**config.mk**
```make
export PLATFORM = sky130hd
export DESIGN_NAME = rtl_cell
export DESIGN_NICKNAME = d
export VERILOG_FILES = /design/src/rtl_pkg.sv /design/src/rtl_cell.sv
export SDC_FILE = /design/constraint.sdc
export NUM_CORES = 1
export LEC_CHECK = 0
export BUFFER_PORTS_ARGS = -buffer_cell sky130_fd_sc_hd__buf_2
export CAP_MARGIN = 20
export CORE_MARGIN = 2
export CORE_UTILIZATION = 35
export CTS_BUF_LIST = sky130_fd_sc_hd__clkbuf_16
export CTS_CLUSTER_SIZE = 12
export DETAILED_ROUTE_END_ITERATION = 8
export PLACE_DENSITY = 0.6
export SETUP_SLACK_MARGIN = 0.2
export SLEW_MARGIN = 20
export SYNTH_ARGS = -nofsm -noshare
export SYNTH_HDL_FRONTEND = slang
export SYNTH_SLANG_ARGS = --single-unit
```
**constraint.sdc**
```tcl
create_clock -name clk -period 9 [get_ports clk]
set_clock_uncertainty 0.05 [all_clocks]
set_input_delay 0.45 -clock clk [delete_from_list [all_inputs] [get_ports clk]]
set_output_delay 0.45 -clock clk [all_outputs]
set_load 0.1 [all_outputs]
```
**src/rtl_pkg.sv**
```systemverilog
package rtl_pkg;

	localparam int QUEUE_DEPTH_DEFAULT = 16;
	localparam int ADDR_W = 4;
	localparam int DATA_W = 32;

	localparam logic [1:0] ACT_SEND = 2'd0;
	localparam logic [1:0] ACT_ACK  = 2'd1;
	localparam logic [1:0] ACT_TICK = 2'd2;

	localparam logic [1:0] OP_SEND = 2'd0;
	localparam logic [1:0] OP_ACK  = 2'd1;
	localparam logic [1:0] OP_SCAN = 2'd2;

	localparam logic [2:0] K_NEW     = 3'd0;
	localparam logic [2:0] K_RETX    = 3'd1;
	localparam logic [2:0] K_FULL    = 3'd2;
	localparam logic [2:0] K_STOP    = 3'd3;
	localparam logic [2:0] K_INVALID = 3'd4;
	localparam logic [2:0] K_ACK_OK  = 3'd5;
	localparam logic [2:0] K_ACK_IGN = 3'd6;
	localparam logic [2:0] K_TICK    = 3'd7;

	localparam logic [1:0] REG_RUN     = 2'd0;
	localparam logic [1:0] REG_PEER    = 2'd1;
	localparam logic [1:0] REG_TIMEOUT = 2'd2;

	localparam logic        RUN_RESET     = 1'b1;
	localparam logic [7:0]  PEER_RESET    = 8'd0;
	localparam logic [15:0] TIMEOUT_RESET = 16'd100;

	typedef struct packed {
		logic        live;
		logic [1:0]  op;
		logic        hit;
		logic [31:0] seq;
		logic [15:0] handle;
		logic [11:0] length;
		logic [31:0] stamp;
	} pkt_t;

	typedef struct packed {
		logic        mark;
		logic        commit;
		logic [31:0] now;
		logic [31:0] base;
		logic [15:0] timeout;
	} bcast_t;

endpackage

```
**src/rtl_cell.sv**
```systemverilog
module rtl_cell #(
	parameter int QUEUE_DEPTH = rtl_pkg::QUEUE_DEPTH_DEFAULT,
	parameter int CELL_IDX = 0,
	localparam int IDX_W = (QUEUE_DEPTH > 1) ? $clog2(QUEUE_DEPTH) : 1
) (
	input  logic                clk,
	input  logic                arst_n,
	input  rtl_pkg::bcast_t     bc,
	input  logic [IDX_W-1:0]    commit_idx,
	input  rtl_pkg::pkt_t       pkt_in,
	input  logic [IDX_W-1:0]    idx_in,
	output rtl_pkg::pkt_t       pkt_out,
	output logic [IDX_W-1:0]    idx_out
);

	logic        valid_q;
	logic        pend_q;
	logic [31:0] seq_q;
	logic [15:0] handle_q;
	logic [11:0] length_q;
	logic [31:0] sent_q;
	rtl_pkg::pkt_t    pkt_q;
	logic [IDX_W-1:0] idx_q;

	rtl_pkg::pkt_t    nxt;
	logic [IDX_W-1:0] nidx;
	logic [31:0] own_key;
	logic [31:0] best_key;
	logic        self_commit;
	logic        eligible;
	logic        take_free;
	logic        take_ack;
	logic        take_scan;

	always_comb begin
		own_key     = seq_q - bc.base;
		best_key    = pkt_in.seq - bc.base;
		self_commit = bc.commit && (commit_idx == IDX_W'(CELL_IDX));
		eligible    = pend_q && !self_commit;
		take_free   = pkt_in.live && (pkt_in.op == rtl_pkg::OP_SEND) && !pkt_in.hit && !valid_q;
		take_ack    = pkt_in.live && (pkt_in.op == rtl_pkg::OP_ACK) && !pkt_in.hit
			&& valid_q && (seq_q == pkt_in.seq);
		take_scan   = pkt_in.live && (pkt_in.op == rtl_pkg::OP_SCAN) && eligible
			&& (!pkt_in.hit || (own_key < best_key));
		nxt  = pkt_in;
		nidx = idx_in;
		if (take_free) begin
			nxt.hit = 1'b1;
		end
		if (take_ack) begin
			nxt.hit    = 1'b1;
			nxt.handle = handle_q;
			nxt.length = length_q;
		end
		if (take_scan) begin
			nxt.hit    = 1'b1;
			nxt.seq    = seq_q;
			nxt.handle = handle_q;
			nxt.length = length_q;
			nidx       = IDX_W'(CELL_IDX);
		end
	end

	always_ff @(posedge clk or negedge arst_n) begin
		if (!arst_n) begin
			valid_q <= 1'b0;
			pend_q  <= 1'b0;
			pkt_q   <= '0;
		end else begin
			pkt_q <= nxt;
			if (take_free) begin
				valid_q <= 1'b1;
			end else if (take_ack) begin
				valid_q <= 1'b0;
			end
			if (bc.mark) begin
				pend_q <= valid_q && ((bc.now - sent_q) >= 32'(bc.timeout));
			end else if (self_commit) begin
				pend_q <= 1'b0;
			end
		end
	end

	always_ff @(posedge clk) begin
		idx_q <= nidx;
		if (take_free) begin
			seq_q    <= pkt_in.seq;
			handle_q <= pkt_in.handle;
			length_q <= pkt_in.length;
			sent_q   <= pkt_in.stamp;
		end else if (self_commit) begin
			sent_q <= bc.now;
		end
	end

	assign pkt_out = pkt_q;
	assign idx_out = idx_q;

endmodule

```
==> impl_metrics.yaml, run 1 <==
timing:
  fin_setup_tns_ps: 0
  finalHoldViolations: 0
  period_minus_slack_ps: 6499
  setup_viol: 0
  rsz0062_at_grt: "no"
  slew_violations: 0
  fmax_mhz: 153.9
  worst_pin_slew_ps: 1007
  timing.final.crit_share: 0.7221
  slew_headroom: 0.3263
cts:
  clkTransAtPathRegs_ps: 90
  ctsHoldBuffers: 1
  root_buffer: "clkbuf_16"
  cts.repair.resized: 0
  clock_sinks: 194
  cts_tree: "done"
  cts-htree-levels: 4
  numCtsBuffers: 17
  cts_setup_buffers: 0
  clock_latency_ps: 460
  cts.path.max_buffers: 2
setup_path:
  worstReg2RegEnd: "pkt_out[44]"
  critical_path_class: "reg -> reg"
  crit_chain: "inv_1, ha_1, inv_1, fa_1, a211oi_1, o21bai_1, o221ai_1, o21ai_1, nand4_1, a21oi_1, o311ai_1, a21oi_1, a21oi_1, xnor2_1, ha_1, a21o_1, a21o_1, a21o_1, a21o_1, a21o_1, a21o_1, a22o_1, o21ai_4, mux2_2"
  cp.required_ps: 9300
  critPathSlowestCell: "o21ai_4"
  rr_startpoint: "seq_q[0]"
  crit_path_max_fanout: 28
  worstPathArrival_ps: 6800
  critPathCaptureType: "flop"
  cp-start-kind: "flop"
  ff2ff_path_depth: 24
  cp_common_cell: "a21o_1"
  critPathMaxStageDelay_ps: 790
  ff2ff_setup_slack_ps: 2500
floorplanning:
  fp.coreArea_um2: 35660
  start_util: 0.3565
  dieWidth_um: 194.6
  dieArea_um2: 37850
  die_y_um: 194.6
  rows: 69
  ioPinCount: 288
layout:
  fin_area_um2: 15350
  seqCellArea_um2: 5295
  drive_gt1_frac: 0.2584
  final_common_cell: "buf_2"
  fillCellCount: 3483
  mostFrequentLayoutCells: "buf_2, nand2_1, ha_1"
  multi_input_area_um2: 6928
  syn2layout_area_growth_pct: 20.76
  finalNetCount: 1866
run:
  cap_violations: 0
logic_synthesis:
  synth.avg_cell_area_um2: 10.22
  yosys_warnings: 0
  synth_enable_flop_cells: 92
  seq_area_frac_synth: 0.4166
  yosysUniqueCellTypes: 75
  synthArstFlopShare: 0.5052
  synth_ff_type: "dfrtp_1"
  mappedNetlistNets: 1575
  syn_inst: 1244
  ys_seq_elements: 194
  synth_area_um2: 12710
global_routing:
  grt_pass1_wl_um: 56590
  antenna_found_initial: 4
  grt_pass1_vias: 10380
  grt_usage: 0.1907
  overflow: 0
  grt_max_degree: 61
routing:
  vias: 10214
  final_antenna_net_count: 0
  firstDrtPassIters: 4
  vias_per_cell: 5.079
  drc: 0
  drtIter0Drc: 469
  wl_per_cell_um: 17.94
  routed_wl_um: 36070
run_status:
  status: "complete, no violations"
power:
  p_leak_nw: 7.290
  vdd.ir_drop.worst_mv: 0.1395
  power_per_cell_area_nw_per_um2: 170.2
min_path:
  hold_depth: 1
  hold_start: "pkt_in[10]"
  min_path_type: "in -> reg"
  min_to: "pkt_out[10]"
place:
  hpwl_um: 28510
  placed_cell_area_um2: 14690
  port_buffers: 287
  place_congestion: 0.8794
-- worst max-delay path: cells and delay by family (launching register included) --
family / cells / cell delay, ps
flip-flops: 1 / 410
adder cells (fa/ha/maj): 3 / 860
multiplexers: 1 / 420
XOR/XNOR: 1 / 140
buffers and inverters: 2 / 160
AO/OA/AOI/OAI: 16 / 4120
AND/OR/NAND/NOR: 1 / 170
-- area by class of cell --
type                       instances  area share
antenna                            2   0.0003261
tap                              461     0.03758
sequential                       194      0.3450
clock inverter                    15     0.01402
timing repair buffer             293     0.09815
clock buffer                      17     0.02772
multi-input combinational        924      0.4514
inverter                         105     0.02584
-- cells in the mapped netlist (15+ instances only) --
library cell    n  area, µm²
inv_1         104      390.4
xnor2_1        49      429.2
mux2_2         59      664.4
edfxtp_1       92       2763
ha_1          140       1752
nand2_1       143      536.8
dfrtp_1        98       2452
clkbuf_1       15      56.30
nor2b_1        19      118.9
nor2_1         39      146.4
o21ai_0        42      210.2
a21o_1         56      420.4
o21bai_1       15      112.6
nand4_1        22      137.6
a21oi_1        90      450.4
xor2_1         55      481.7
nand2b_1       18      112.6
-- per-stage QoR --
step                utilization  hold WS [ps]  cells  power, mW  setup WS, ps
global route             0.4304         28.46   2010      2.749          2089
floorplan                     -         104.4   1244      1.597          3511
finish                   0.4305         54.38   2011      2.613          2501
CTS                      0.4303         30.41   2009      2.639          2557
global placement         0.4113         407.0   1975      1.795          2462
detailed placement       0.4121         414.3   1976      1.806          2530
-- sequential cells by signal, indices dropped and copies added, names as in the netlist --
register  cells
seq_q        32
idx_out       4
length_q     12
handle_q     16
pend_q        1
sent_q       32
valid_q       1
pkt_out      96
-- logic make-up after synthesis --
kind of cell / count (synthesis) / synth area share
AND/OR/NAND/NOR: 316 / 0.1192
AO/OA/AOI/OAI: 296 / 0.1543
flip-flops: 194 / 0.4166
adder cells (fa/ha/maj): 143 / 0.1425
buffers and inverters: 126 / 0.03869
XOR/XNOR: 104 / 0.07167
multiplexers: 65 / 0.05700
-- layer usage --
layer,GRT usage,vias to the layer above,part of all wire
li1,-,5073,-
met1,0.2509,4810,0.46
met2,0.3181,280,0.47
met3,0.03783,47,0.050
met4,0.05499,4,0.019
met5,0,-,0.00075
-- power breakdown --
part	leakage, nW	switching, mW	internal (mW)	total [mW]
clock network	0.302	0.433	0.388	0.821
logic	4.98	0.541	0.269	0.810
registers	2.01	0.0122	0.969	0.981
-- how the worst max path moves through the flow --
stage,to,slack [ps],start,depth (start not counted)
after floorplan,pkt_out[87],3510,pkt_in[60],25
after global placement,pkt_out[66],2460,bc[16],24
after detailed placement,pkt_out[46],2530,bc[16],24
after CTS,pkt_out[44],2560,seq_q[0],24
after global routing,pkt_out[44],2090,seq_q[0],24
final,pkt_out[44],2500,seq_q[0],24
Note: power is estimated with default switching activity, not from simulation.
==> run 2: changes to the inputs <==
==> constraint.sdc (replaced) <==
create_clock -name clk -period 6.2 [get_ports clk]
set_clock_uncertainty 0.05 [all_clocks]
set_input_delay 0.31 -clock clk [delete_from_list [all_inputs] [get_ports clk]]
set_output_delay 0.31 -clock clk [all_outputs]
set_load 0.1 [all_outputs]
==> impl_metrics.yaml, run 2 (synthesis results as in run 1) <==
global_routing:
  grt_pass1_wl_um: 56480
  overflow: 0
  grt_pass1_vias: 10625
  grt_usage: 0.1911
  grt_max_degree: 64
  antenna_found_initial: 6
setup_path:
  critPathCaptureType: "flop"
  worstPathArrival_ps: 6090
  cp-start-kind: "input port"
  crit_path_max_fanout: 4
  cp.required_ps: 6500
  critical_path_class: "in -> reg"
floorplanning:
  dieWidth_um: 194.6
  rows: 69
  die_y_um: 194.6
  start_util: 0.3565
  ioPinCount: 288
  fp.coreArea_um2: 35660
  dieArea_um2: 37850
timing:
  worst_pin_slew_ps: 896.2
  setup_viol: 0
  rsz0062_at_grt: "no"
  slew_headroom: 0.4025
  period_minus_slack_ps: 5796
  fin_setup_tns_ps: 0
  fmax_mhz: 172.5
  finalHoldViolations: 0
  slew_violations: 0
  timing.final.crit_share: 0.9348
run:
  cap_violations: 0
place:
  place_congestion: 0.9030
  port_buffers: 287
  hpwl_um: 27970
  placed_cell_area_um2: 14720
power:
  vdd.ir_drop.worst_mv: 0.2113
  power_per_cell_area_nw_per_um2: 234.3
  p_leak_nw: 7.680
layout:
  finalNetCount: 1950
  mostFrequentLayoutCells: "buf_2, nand2_1, ha_1"
  final_common_cell: "buf_2"
  multi_input_area_um2: 7009
  fin_area_um2: 16240
  fillCellCount: 3416
  seqCellArea_um2: 5295
  largest_register_ffs: 96
  syn2layout_area_growth_pct: 27.81
  drive_gt1_frac: 0.2635
routing:
  firstDrtPassIters: 5
  drtIter0Drc: 588
  drc: 0
  vias: 10651
  vias_per_cell: 5.079
  wl_per_cell_um: 17.69
  final_antenna_net_count: 0
  routed_wl_um: 37090
cts:
  cts_tree: "done"
  cts-htree-levels: 4
  numCtsBuffers: 17
  clock_sinks: 194
  cts.path.max_buffers: 2
  clock_latency_ps: 460
  clkTransAtPathRegs_ps: 80
  root_buffer: "clkbuf_16"
run_status:
  status: "complete, no violations"
min_path:
  min_path_type: "in -> reg"
-- run 2: worst max-delay path: stages --
cell and delay [ps]:
dlygate4sd3_1 530, buf_2 140, inv_1 70, ha_1 160
inv_1 60, fa_2 350, a21o_1 190, a21oi_4 160
o21bai_2 100, a31oi_4 230, o21ai_2 120, a221o_1 380
a211oi_2 320, o21bai_2 140, a21o_1 200, xnor2_1 120
ha_1 290, a21o_1 160, a21o_1 170, a21o_1 180
a21o_1 170, a21o_1 170, a21o_1 160, a22o_2 290
nor2_4 220, clkbuf_16 180, buf_4 170, mux2_2 340
-- run 2: per-stage QoR --
step           hold slack (ps)  total power [mW]    util  setup WS [ps]  instances
5_1_grt                  14.85             4.006  0.4555          151.1       2095
3_3_place_gp             325.4             2.609  0.4129          393.8       1979
2_1_floorplan           -35.59             2.318       -          818.4       1244
6_report                 23.85             3.806  0.4556          404.5       2097
3_5_place_dp             328.9             2.621  0.4129          346.1       1979
4_1_cts                  2.348             3.816  0.4491          268.9       2080
-- run 2: final cells by class --
type                    count  area share
diodes                      4   0.0006162
clock buffers              17     0.02619
clock inverters            15     0.01094
inverters                 105     0.02442
multi-input cells         924      0.4315
flip-flops and latches    194      0.3260
well taps                 461     0.03551
repair buffers            377      0.1449
-- run 2: repair_timing --
item                                    CTS  global route
resized for setup                         0            17
buffers inserted                          0            11
endpoints found under the setup margin    0            64
hold buffers                             69             0
hold endpoints to repair                111             0
-- run 2: worst paths after layout --
check,startpoint,endpoint,slack (ps),cells past startpoint
max reg2reg,seq_q[0],pkt_out[81],530,26
min in group asynchronous,arst_n,pkt_out[49],360,2
min reg2reg,handle_q[13],pkt_out[57],430,1
max,pkt_in[60],pkt_out[81],400,28
min,pkt_in[65],seq_q[5],20,1
max in group asynchronous,arst_n,pkt_out[0],4520,3
-- run 2: per-layer routing --
layer | vias to the layer above | wire [µm] | track usage
met2 | 299 | 17310 | 0.3136
met5 | - | 16 | 0
met3 | 58 | 1669 | 0.03852
met1 | 5045 | 17050 | 0.2500
met4 | 4 | 1039 | 0.06895
li1 | 5245 | - | -
-- run 2: report_power, final --
group	switching, mW	leakage (nW)	internal, mW
combinational	0.803	5.38	0.436
sequential	0.0176	2.01	1.41
clock	0.594	0.293	0.549
total	1.41	7.68	2.39
