[src/rtl_pkg.sv]
package rtl_pkg;

	localparam int QUEUE_DEPTH_DEFAULT = 16;
	localparam int ADDR_W = 4;
	localparam int DATA_W = 32;

	localparam logic [1:0] ACT_SEND = 2'd0;
	localparam logic [1:0] ACT_ACK  = 2'd1;
	localparam logic [1:0] ACT_TICK = 2'd2;

	localparam logic [1:0] OP_SEND = 2'd0;
	localparam logic [1:0] OP_ACK  = 2'd1;
	localparam logic [1:0] OP_SCAN = 2'd2;

	localparam logic [2:0] K_NEW     = 3'd0;
	localparam logic [2:0] K_RETX    = 3'd1;
	localparam logic [2:0] K_FULL    = 3'd2;
	localparam logic [2:0] K_STOP    = 3'd3;
	localparam logic [2:0] K_INVALID = 3'd4;
	localparam logic [2:0] K_ACK_OK  = 3'd5;
	localparam logic [2:0] K_ACK_IGN = 3'd6;
	localparam logic [2:0] K_TICK    = 3'd7;

	localparam logic [1:0] REG_RUN     = 2'd0;
	localparam logic [1:0] REG_PEER    = 2'd1;
	localparam logic [1:0] REG_TIMEOUT = 2'd2;

	localparam logic        RUN_RESET     = 1'b1;
	localparam logic [7:0]  PEER_RESET    = 8'd0;
	localparam logic [15:0] TIMEOUT_RESET = 16'd100;

	typedef struct packed {
		logic        live;
		logic [1:0]  op;
		logic        hit;
		logic [31:0] seq;
		logic [15:0] handle;
		logic [11:0] length;
		logic [31:0] stamp;
	} pkt_t;

	typedef struct packed {
		logic        mark;
		logic        commit;
		logic [31:0] now;
		logic [31:0] base;
		logic [15:0] timeout;
	} bcast_t;

endpackage

[src/rtl_ctrl.sv]
module rtl_ctrl #(
	parameter int QUEUE_DEPTH = rtl_pkg::QUEUE_DEPTH_DEFAULT,
	localparam int IDX_W = (QUEUE_DEPTH > 1) ? $clog2(QUEUE_DEPTH) : 1,
	localparam int CNT_W = $clog2(QUEUE_DEPTH + 1)
) (
	input  logic             clk,
	input  logic             arst_n,
	input  logic             req_valid,
	output logic             req_stall,
	input  logic [1:0]       action,
	input  logic [7:0]       src_id,
	input  logic [31:0]      ack_seq,
	input  logic [15:0]      payload_handle,
	input  logic [11:0]      payload_length,
	input  logic             link_running,
	input  logic [7:0]       peer_id,
	input  logic [15:0]      timeout_ticks,
	output rtl_pkg::bcast_t  bc,
	output logic [IDX_W-1:0] commit_idx,
	output rtl_pkg::pkt_t    inject,
	input  rtl_pkg::pkt_t    chain_pkt,
	input  logic [IDX_W-1:0] chain_idx,
	output logic             rsp_valid,
	input  logic             rsp_stall,
	output logic [2:0]       kind,
	output logic [31:0]      frame_seq,
	output logic [15:0]      frame_handle,
	output logic [11:0]      frame_length,
	output logic [CNT_W-1:0] queue_count,
	output logic             queue_empty,
	output logic             last
);

	localparam logic [2:0] S_IDLE     = 3'd0;
	localparam logic [2:0] S_DISPATCH = 3'd1;
	localparam logic [2:0] S_MARK     = 3'd2;
	localparam logic [2:0] S_WAIT     = 3'd3;
	localparam logic [2:0] S_EMIT     = 3'd4;
	localparam logic [2:0] S_SCAN     = 3'd5;

	logic [2:0]       state_q;
	logic [1:0]       act_q;
	logic [7:0]       src_q;
	logic [31:0]      aseq_q;
	logic [15:0]      hand_q;
	logic [11:0]      len_q;
	logic [31:0]      now_q;
	logic [31:0]      next_q;
	logic [CNT_W-1:0] count_q;
	logic [2:0]       res_kind_q;
	logic [31:0]      res_seq_q;
	logic [15:0]      res_hand_q;
	logic [11:0]      res_len_q;
	logic             res_last_q;
	logic [IDX_W-1:0] res_idx_q;
	logic             rsp_valid_q;
	logic [2:0]       kind_q;
	logic [31:0]      seq_q;
	logic [15:0]      handle_q;
	logic [11:0]      length_q;
	logic [CNT_W-1:0] cnt_out_q;
	logic             last_q;

	logic accept;
	logic out_free;
	logic emit;
	logic rescan;
	logic send_go;
	logic ack_go;

	assign accept   = req_valid && !req_stall;
	assign req_stall = (state_q != S_IDLE);
	assign out_free = !rsp_valid_q || !rsp_stall;
	assign emit     = (state_q == S_EMIT) && out_free;
	assign rescan   = emit && !res_last_q;
	assign send_go  = (state_q == S_DISPATCH) && (act_q == rtl_pkg::ACT_SEND)
		&& (len_q != 12'd0) && link_running;
	assign ack_go   = (state_q == S_DISPATCH) && (act_q == rtl_pkg::ACT_ACK) && (src_q == peer_id);

	always_comb begin
		inject = '0;
		if (send_go) begin
			inject.live   = 1'b1;
			inject.op     = rtl_pkg::OP_SEND;
			inject.seq    = next_q;
			inject.handle = hand_q;
			inject.length = len_q;
			inject.stamp  = now_q;
		end else if (ack_go) begin
			inject.live = 1'b1;
			inject.op   = rtl_pkg::OP_ACK;
			inject.seq  = aseq_q;
		end else if ((state_q == S_SCAN) || rescan) begin
			inject.live = 1'b1;
			inject.op   = rtl_pkg::OP_SCAN;
		end
		bc.mark    = (state_q == S_MARK);
		bc.commit  = rescan;
		bc.now     = now_q;
		bc.base    = next_q;
		bc.timeout = timeout_ticks;
	end

	assign commit_idx = res_idx_q;

	always_ff @(posedge clk or negedge arst_n) begin
		if (!arst_n) begin
			state_q     <= S_IDLE;
			now_q       <= '0;
			next_q      <= '0;
			count_q     <= '0;
			rsp_valid_q <= 1'b0;
		end else begin
			if (emit) begin
				rsp_valid_q <= 1'b1;
			end else if (rsp_valid_q && !rsp_stall) begin
				rsp_valid_q <= 1'b0;
			end
			case (state_q)
				S_IDLE: begin
					if (accept) begin
						state_q <= S_DISPATCH;
					end
				end
				S_DISPATCH: begin
					case (act_q)
						rtl_pkg::ACT_SEND: begin
							if (send_go) begin
								state_q <= S_WAIT;
							end else begin
								state_q <= S_EMIT;
							end
						end
						rtl_pkg::ACT_ACK: begin
							if (ack_go) begin
								state_q <= S_WAIT;
							end else begin
								state_q <= S_EMIT;
							end
						end
						rtl_pkg::ACT_TICK: begin
							now_q <= now_q + 32'd1;
							if (link_running) begin
								state_q <= S_MARK;
							end else begin
								state_q <= S_EMIT;
							end
						end
						default: begin
							state_q <= S_IDLE;
						end
					endcase
				end
				S_MARK: begin
					state_q <= S_SCAN;
				end
				S_SCAN: begin
					state_q <= S_WAIT;
				end
				S_WAIT: begin
					if (chain_pkt.live) begin
						state_q <= S_EMIT;
						if (chain_pkt.op == rtl_pkg::OP_SEND && chain_pkt.hit) begin
							count_q <= count_q + CNT_W'(1);
							next_q  <= next_q + 32'd1;
						end
						if (chain_pkt.op == rtl_pkg::OP_ACK && chain_pkt.hit) begin
							count_q <= count_q - CNT_W'(1);
						end
					end
				end
				S_EMIT: begin
					if (out_free) begin
						state_q <= res_last_q ? S_IDLE : S_WAIT;
					end
				end
				default: begin
					state_q <= S_IDLE;
				end
			endcase
		end
	end

	always_ff @(posedge clk) begin
		if (accept) begin
			act_q  <= action;
			src_q  <= src_id;
			aseq_q <= ack_seq;
			hand_q <= payload_handle;
			len_q  <= payload_length;
		end
		if (state_q == S_DISPATCH) begin
			res_seq_q  <= 32'd0;
			res_hand_q <= 16'd0;
			res_len_q  <= 12'd0;
			res_last_q <= 1'b1;
			case (act_q)
				rtl_pkg::ACT_SEND: begin
					if (len_q == 12'd0) begin
						res_kind_q <= rtl_pkg::K_INVALID;
					end else begin
						res_kind_q <= rtl_pkg::K_STOP;
					end
				end
				rtl_pkg::ACT_ACK: begin
					res_kind_q <= rtl_pkg::K_ACK_IGN;
					res_seq_q  <= aseq_q;
				end
				default: begin
					res_kind_q <= rtl_pkg::K_TICK;
				end
			endcase
		end
		if (state_q == S_WAIT && chain_pkt.live) begin
			res_idx_q <= chain_idx;
			case (chain_pkt.op)
				rtl_pkg::OP_SEND: begin
					res_last_q <= 1'b1;
					if (chain_pkt.hit) begin
						res_kind_q <= rtl_pkg::K_NEW;
						res_seq_q  <= chain_pkt.seq;
						res_hand_q <= chain_pkt.handle;
						res_len_q  <= chain_pkt.length;
					end else begin
						res_kind_q <= rtl_pkg::K_FULL;
						res_seq_q  <= 32'd0;
						res_hand_q <= 16'd0;
						res_len_q  <= 12'd0;
					end
				end
				rtl_pkg::OP_ACK: begin
					res_last_q <= 1'b1;
					res_seq_q  <= chain_pkt.seq;
					res_hand_q <= chain_pkt.handle;
					res_len_q  <= chain_pkt.length;
					res_kind_q <= chain_pkt.hit ? rtl_pkg::K_ACK_OK : rtl_pkg::K_ACK_IGN;
				end
				default: begin
					if (chain_pkt.hit) begin
						res_kind_q <= rtl_pkg::K_RETX;
						res_seq_q  <= chain_pkt.seq;
						res_hand_q <= chain_pkt.handle;
						res_len_q  <= chain_pkt.length;
						res_last_q <= 1'b0;
					end else begin
						res_kind_q <= rtl_pkg::K_TICK;
						res_seq_q  <= 32'd0;
						res_hand_q <= 16'd0;
						res_len_q  <= 12'd0;
						res_last_q <= 1'b1;
					end
				end
			endcase
		end
		if (emit) begin
			kind_q    <= res_kind_q;
			seq_q     <= res_seq_q;
			handle_q  <= res_hand_q;
			length_q  <= res_len_q;
			cnt_out_q <= count_q;
			last_q    <= res_last_q;
		end
	end

	assign rsp_valid    = rsp_valid_q;
	assign kind         = kind_q;
	assign frame_seq    = seq_q;
	assign frame_handle = handle_q;
	assign frame_length = length_q;
	assign queue_count  = cnt_out_q;
	assign queue_empty  = (cnt_out_q == '0);
	assign last         = last_q;

endmodule

[config.mk]
export PLATFORM = sky130hd
export DESIGN_NAME = rtl_ctrl
export DESIGN_NICKNAME = d
export VERILOG_FILES = /design/src/rtl_pkg.sv /design/src/rtl_ctrl.sv
export SDC_FILE = /design/constraint.sdc
export NUM_CORES = 1
export LEC_CHECK = 0
export BUFFER_PORTS_ARGS = -buffer_cell sky130_fd_sc_hd__buf_2
export CORE_AREA = 2 2 178 180
export CTS_CLUSTER_DIAMETER = 60
export DETAILED_ROUTE_END_ITERATION = 6
export DIE_AREA = 0 0 180 182
export PLACE_DENSITY = 0.65
export SLEW_MARGIN = 20
export SYNTH_ARGS = -nofsm -noshare
export SYNTH_HDL_FRONTEND = slang
export SYNTH_SLANG_ARGS = --single-unit
[constraint.sdc]
create_clock -name clk -period 8.4 [get_ports clk]
set_input_delay 1.26 -clock clk [delete_from_list [all_inputs] [get_ports clk]]
set_output_delay 1.26 -clock clk [all_outputs]
set_load 0.01 [all_outputs]
==> results of run 1 <==
final cells by class:
type	instances	area, sq um
Clock inverter	18	220
Tap cell	402	503
Sequential cell	280	8040
Clock buffer	43	906
Antenna cell	3	7.51
Timing Repair Buffer	396	2020
Inverter	13	48.8
Fill cell	2775	16100
Multi-Input combinational cell	432	3140
kinds of logic after synthesis:
logic type / Yosys count / share of synthesized area, %
other cells: 1 / 0.0327
mux: 3 / 0.284
fa+ha+maj: 6 / 0.720
simple gates: 260 / 14.0
buf+inv: 60 / 2.88
flops: 280 / 70.1
compound gates: 88 / 6.12
xor+xnor: 74 / 5.78
cells in the final DEF (no fill, tap or decap), types with 4 or more instances in the layout:
master     Yosys  final
bufinv_16      0      4
a21oi_1        9      9
nor4_1         6      6
nand4_1       15     15
o21ai_0        6      6
xor2_1        23     23
nor2_1        30     27
ha_1           5      5
nand3_1       20     20
nor2b_1        6      6
edfxtp_1     207    207
inv_1         12     12
buf_2          8    386
clkbuf_16      0     35
dfrtp_1       73     73
clkbuf_1      15      8
xnor2_1       49     49
and2_1        92     92
and4_1        11     11
nand2_1       36     36
buf_4         21      9
nor3_2         5      6
a22o_1        64     64
nor3_1        11      9
critical path, stage by stage, from the launching register on:
cell and delay [ns]:
dfrtp_1 0.56, nor3b_4 0.40, nand2_1 0.14, nor4b_4 0.21
buf_4 0.71, nor2_1 0.17, o21ai_0 0.19, buf_2 0.20
metrics by stage:
step                      setup WS, ns  utilization [%]  instance area [sq um]
final                             4.02             48.1                  14900
after global routing              3.80             48.0                  14900
after CTS                         4.02             48.0                  14900
after detailed placement          4.15             44.3                  13700
after global placement            4.14             44.3                  13700
after floorplan                   2.19                -                  11500
how the worst max path moves through the flow:
stage             startpoint             to  slack, ns
2_1_floorplan  chain_pkt[95]  res_hand_q[0]       2.19
3_3_place_gp      peer_id[7]     inject[95]       4.14
3_5_place_dp      peer_id[7]     inject[95]       4.15
4_1_cts           state_q[0]     inject[95]       4.02
5_1_grt           state_q[0]     inject[95]       3.80
6_report          state_q[0]     inject[95]       4.02
layer usage:
metal,GRT usage (%),vias to the layer above
met5,0,-
met4,4.46,4
met3,5.52,46
met2,29.1,349
met1,22.2,3763
li1,-,3591
state kept, by name, indices dropped and copies added, names as in the netlist, 8 cells and up:
signal	flops
src_q	8
res_len_q	12
hand_q	16
frame_length	12
res_seq_q	32
res_hand_q	16
next_q	32
aseq_q	32
len_q	12
frame_handle	16
frame_seq	32
now_q	32
power by group:
part / switching, mW / internal, mW
sequential: 0.147 / 1.93
clock: 0.560 / 0.897
combinational: 0.416 / 0.209
total: 1.12 / 3.04
==> impl_metrics.env, run 1 <==
export IMPL_highest_layer="met5"
export IMPL_gp_congestion=0.771
export IMPL_synth_yosys_seq_area_share_pct=70.1
export IMPL_met3_length_mm=2.49
export IMPL_fmax_mhz=229
export IMPL_worstRegToRegCells=3
export IMPL_cp_arrival_ns=3.12
export IMPL_instances_no_fill=1587
export IMPL_power_total_mw=4.17
export IMPL_hp_class="register to register"
export IMPL_synth_distinct_cells=53
export IMPL_grt_ovfl_total=0
export IMPL_hold_viol_final=0
export IMPL_slew_viol_final=0
export IMPL_holdPathEnd="frame_seq[24]"
export IMPL_syn_area_sq_um=11500
export IMPL_ant_nets=0
export IMPL_grt_pass1_vias=7646
export IMPL_slew_headroom_pct=30.7
export IMPL_synth_common_cells="edfxtp_1, and2_1, dfrtp_1, a22o_1, xnor2_1"
export IMPL_clk_latency_ns=0.50
export IMPL_r2r_slack_ns=5.52
export IMPL_worstSetupStartpointType="register"
export IMPL_dp_cells=1522
export IMPL_syn2layout_area_growth_pct=29.8
export IMPL_ys_warn_count=0
export IMPL_antenna_found_initial=4
export IMPL_finalSetupViolCount=0
export IMPL_cts_tree="yes"
export IMPL_status="completed"
export IMPL_cts_buffers=34
export IMPL_std_cell_rows=65
export IMPL_track_usage_pct=17.5
export IMPL_start_util_pct=37.0
export IMPL_synthFlopType="edfxtp_1"
export IMPL_drtIter0Drc=402
export IMPL_firstDrtPassIters=4
export IMPL_holdPathStages=0
export IMPL_cts_root_buf="clkbuf_16"
export IMPL_drive_gt1_share_pct=40.4
export IMPL_synth_area_per_cell_sq_um=14.9
export IMPL_grt_pass1_wl_mm=44.4
export IMPL_dp_hpwl_mm=21.3
export IMPL_clockBufferDepth=3
export IMPL_end_kind="primary output"
export IMPL_synth_edff_count=207
export IMPL_yosys_area_top_type="edfxtp_1"
export IMPL_routed_wl_mm=29.7
export IMPL_via_per_inst=4.89
export IMPL_worstPathRequired_ns=7.14
export IMPL_drcViolationCount=0
export IMPL_cts_hold_fix_buffers=0
export IMPL_wl_per_cell_um=18.7
export IMPL_setup_tns_ns=0
export IMPL_met2_length_mm=14.4
export IMPL_powerDensity_nw_per_um2=280
export IMPL_hp_start="res_seq_q[24]"
export IMPL_ys_seq_elements=280
export IMPL_core_area_sq_um=31000
export IMPL_ys_async_sr_fraction_pct=26.1
export IMPL_htree_levels=2
export IMPL_cap_viol_max_count=0
export IMPL_post_cts_setup_buffers=0
export IMPL_cts_resized=0
export IMPL_worst_path_max_fanout=93
export IMPL_cts_sinks=280
export IMPL_final_nets=1362
export IMPL_cts_clk_slew_worst_paths_ns=0.06
export IMPL_synth_top_area_share_pct=54.2
export IMPL_ios=453
export IMPL_chipWidth_um=180
export IMPL_yosysMostFrequentCell="edfxtp_1"
export IMPL_vdd_ir_drop_max_v=0.000162
export IMPL_final_min_clock_period_ns=4.38
export IMPL_m1WireLength_mm=12.3
export IMPL_fp_dieH_um=182
export IMPL_grt_max_degree=94
export IMPL_mappedNetlistNets=977
export IMPL_p_leak_nw=6.66
export IMPL_worstMarginPinSlew_ns=1.04
export IMPL_io_buffers=387
export IMPL_r2r_start="state_q[1]"
export IMPL_clock_skew_ns=0.0216
export IMPL_grt_setup_unrepaired="no"
export IMPL_hold_ws_ns=0.416
export IMPL_path_class="register to primary output"
export IMPL_vias=7753
export IMPL_fin_crit_sh_pct=52.1
export IMPL_die_area_sq_um=32800
export IMPL_reg2reg_to="hand_q[15]"
export IMPL_synth_area_leaders="edfxtp_1, dfrtp_1, and2_1"
export IMPL_syn_inst=772
Note: power is estimated with default switching activity, not from simulation.
==> run 2, diff against run 1 <==
==> constraint.sdc (replaced) <==
create_clock -name clk -period 4.33 [get_ports clk]
set_input_delay 0.6495 -clock clk [delete_from_list [all_inputs] [get_ports clk]]
set_output_delay 0.6495 -clock clk [all_outputs]
set_load 0.01 [all_outputs]
==> run 2 against run 1 <==
Sequential share of layout area shrank 0.10 points; critical path depth is the same; sequential power grew 94%; global-route usage grew 0.55 points; setup slack lost 3.3 ns; via count grew 1.4%; clock power grew 96%; clock skew grew 0.0013 ns; total power grew 95%; critical path type unchanged.
==> impl_metrics.env, run 2 (same netlist as run 1, synthesis figures left out) <==
export IMPL_status="completed"
export IMPL_io_buffers=387
export IMPL_cts_hold_fix_buffers=0
export IMPL_routed_wl_mm=30.3
export IMPL_cts_buffers=35
export IMPL_vias=7858
export IMPL_drcViolationCount=0
export IMPL_cts_clk_slew_worst_paths_ns=0.05
export IMPL_die_area_sq_um=32800
export IMPL_finalSetupViolCount=0
export IMPL_fp_dieH_um=182
export IMPL_slew_headroom_pct=41.5
export IMPL_path_class="register to primary output"
export IMPL_worstPathRequired_ns=3.68
export IMPL_cts_root_buf="clkbuf_16"
export IMPL_syn2layout_area_growth_pct=30.1
export IMPL_drive_gt1_share_pct=40.2
export IMPL_worst_path_max_fanout=93
export IMPL_cts_tree="yes"
export IMPL_grt_ovfl_total=0
export IMPL_grt_pass1_vias=7734
export IMPL_vdd_ir_drop_max_v=0.000298
export IMPL_antenna_found_initial=4
export IMPL_grt_max_degree=94
export IMPL_final_min_clock_period_ns=3.64
export IMPL_cts_resized=0
export IMPL_clock_skew_ns=0.0229
export IMPL_mostFrequentLayoutCells="buf_2, edfxtp_1, and2_1"
export IMPL_powerDensity_nw_per_um2=545
export IMPL_cp_arrival_ns=2.99
export IMPL_fin_crit_sh_pct=84.0
export IMPL_dp_hpwl_mm=21.8
export IMPL_firstDrtPassIters=5
export IMPL_hp_class="primary input to asynchronous set/reset pin"
export IMPL_wl_per_cell_um=19.1
export IMPL_hold_viol_final=0
export IMPL_chipWidth_um=180
export IMPL_slew_viol_final=0
export IMPL_gp_congestion=0.836
export IMPL_p_leak_nw=6.66
export IMPL_power_total_mw=8.14
export IMPL_std_cell_rows=65
export IMPL_clk_latency_ns=0.50
export IMPL_via_per_inst=4.95
export IMPL_cts_sinks=280
export IMPL_clockBufferDepth=3
export IMPL_setup_tns_ns=0
export IMPL_htree_levels=2
export IMPL_worstMarginPinSlew_ns=0.878
export IMPL_fmax_mhz=275
export IMPL_end_kind="primary output"
export IMPL_grt_pass1_wl_mm=45.7
export IMPL_cap_viol_max_count=0
export IMPL_track_usage_pct=18.0
export IMPL_worstSetupStartpointType="register"
export IMPL_grt_setup_unrepaired="no"
export IMPL_drtIter0Drc=406
export IMPL_start_util_pct=37.0
export IMPL_post_cts_setup_buffers=0
export IMPL_core_area_sq_um=31000
export IMPL_ios=453
export IMPL_final_nets=1362
export IMPL_final_common_cell="buf_2"
export IMPL_ant_nets=0
export IMPL_fill_cells=2772
## run 2: path summary, 6_finish.rpt
| path | startpoint | endpoint | slack [ns] | depth (start not counted) |
|---|---|---|---|---|
| setup / recovery | state_q[2] | inject[95] | 0.69 | 7 |
| hold / removal | arst_n | now_q[31] | 0.19 | 1 |
| setup reg to reg | state_q[2] | next_q[19] | 1.59 | 6 |
| hold reg to reg | res_seq_q[3] | frame_seq[3] | 0.41 | 0 |
| max in group asynchronous | arst_n | state_q[0] | 3.65 | 1 |
| min in group clk | ack_seq[10] | aseq_q[10] | 0.32 | 1 |
## run 2: metrics by stage
step | worst slack, ns | hold slack [ns] | instance area [sq um] | cells | utilization [%]
finish | 0.693 | 0.188 | 14900 | 1586 | 48.1
detailed placement | 1.14 | 0.405 | 13800 | 1522 | 44.4
floorplan | 0.109 | 0.354 | 11500 | 772 | -
global placement | 1.19 | 0.401 | 13800 | 1522 | 44.4
global route | 0.354 | 0.247 | 14900 | 1585 | 48.1
CTS | 0.605 | 0.294 | 14900 | 1585 | 48.1
## run 2: area by class of cell
class / count / area, sq um / area share (%)
antenna: 1 / 2.50 / 0.0168
clock buffer: 44 / 962 / 6.45
clock inverter: 19 / 183 / 1.22
inverter: 13 / 48.8 / 0.327
multi-input combinational: 432 / 3150 / 21.1
sequential: 280 / 8040 / 53.9
tap: 402 / 503 / 3.37
timing repair buffer: 395 / 2030 / 13.6
## run 2: layer usage
metal	track usage (%)	part of all wire (%)	routed length, um
met1	22.3	40	12200
met2	30.0	48	14500
met3	5.56	8.9	2700
met4	6.34	3.2	959
met5	0	0.092	28
## run 2: worst max-delay path, cell delays in order (launching register included)
cell and delay (ns):
dfrtp_1 0.55, nor3b_4 0.39, nand2_1 0.14, nor4b_4 0.21
buf_4 0.67, nor2_1 0.18, o21ai_0 0.16, buf_2 0.17
## run 2: report_power, final
group	internal (mW)	total [mW]	leakage, nW	switching [mW]
registers	3.75	4.04	2.94	0.291
logic	0.428	1.24	3.17	0.812
clock network	1.76	2.86	0.553	1.10
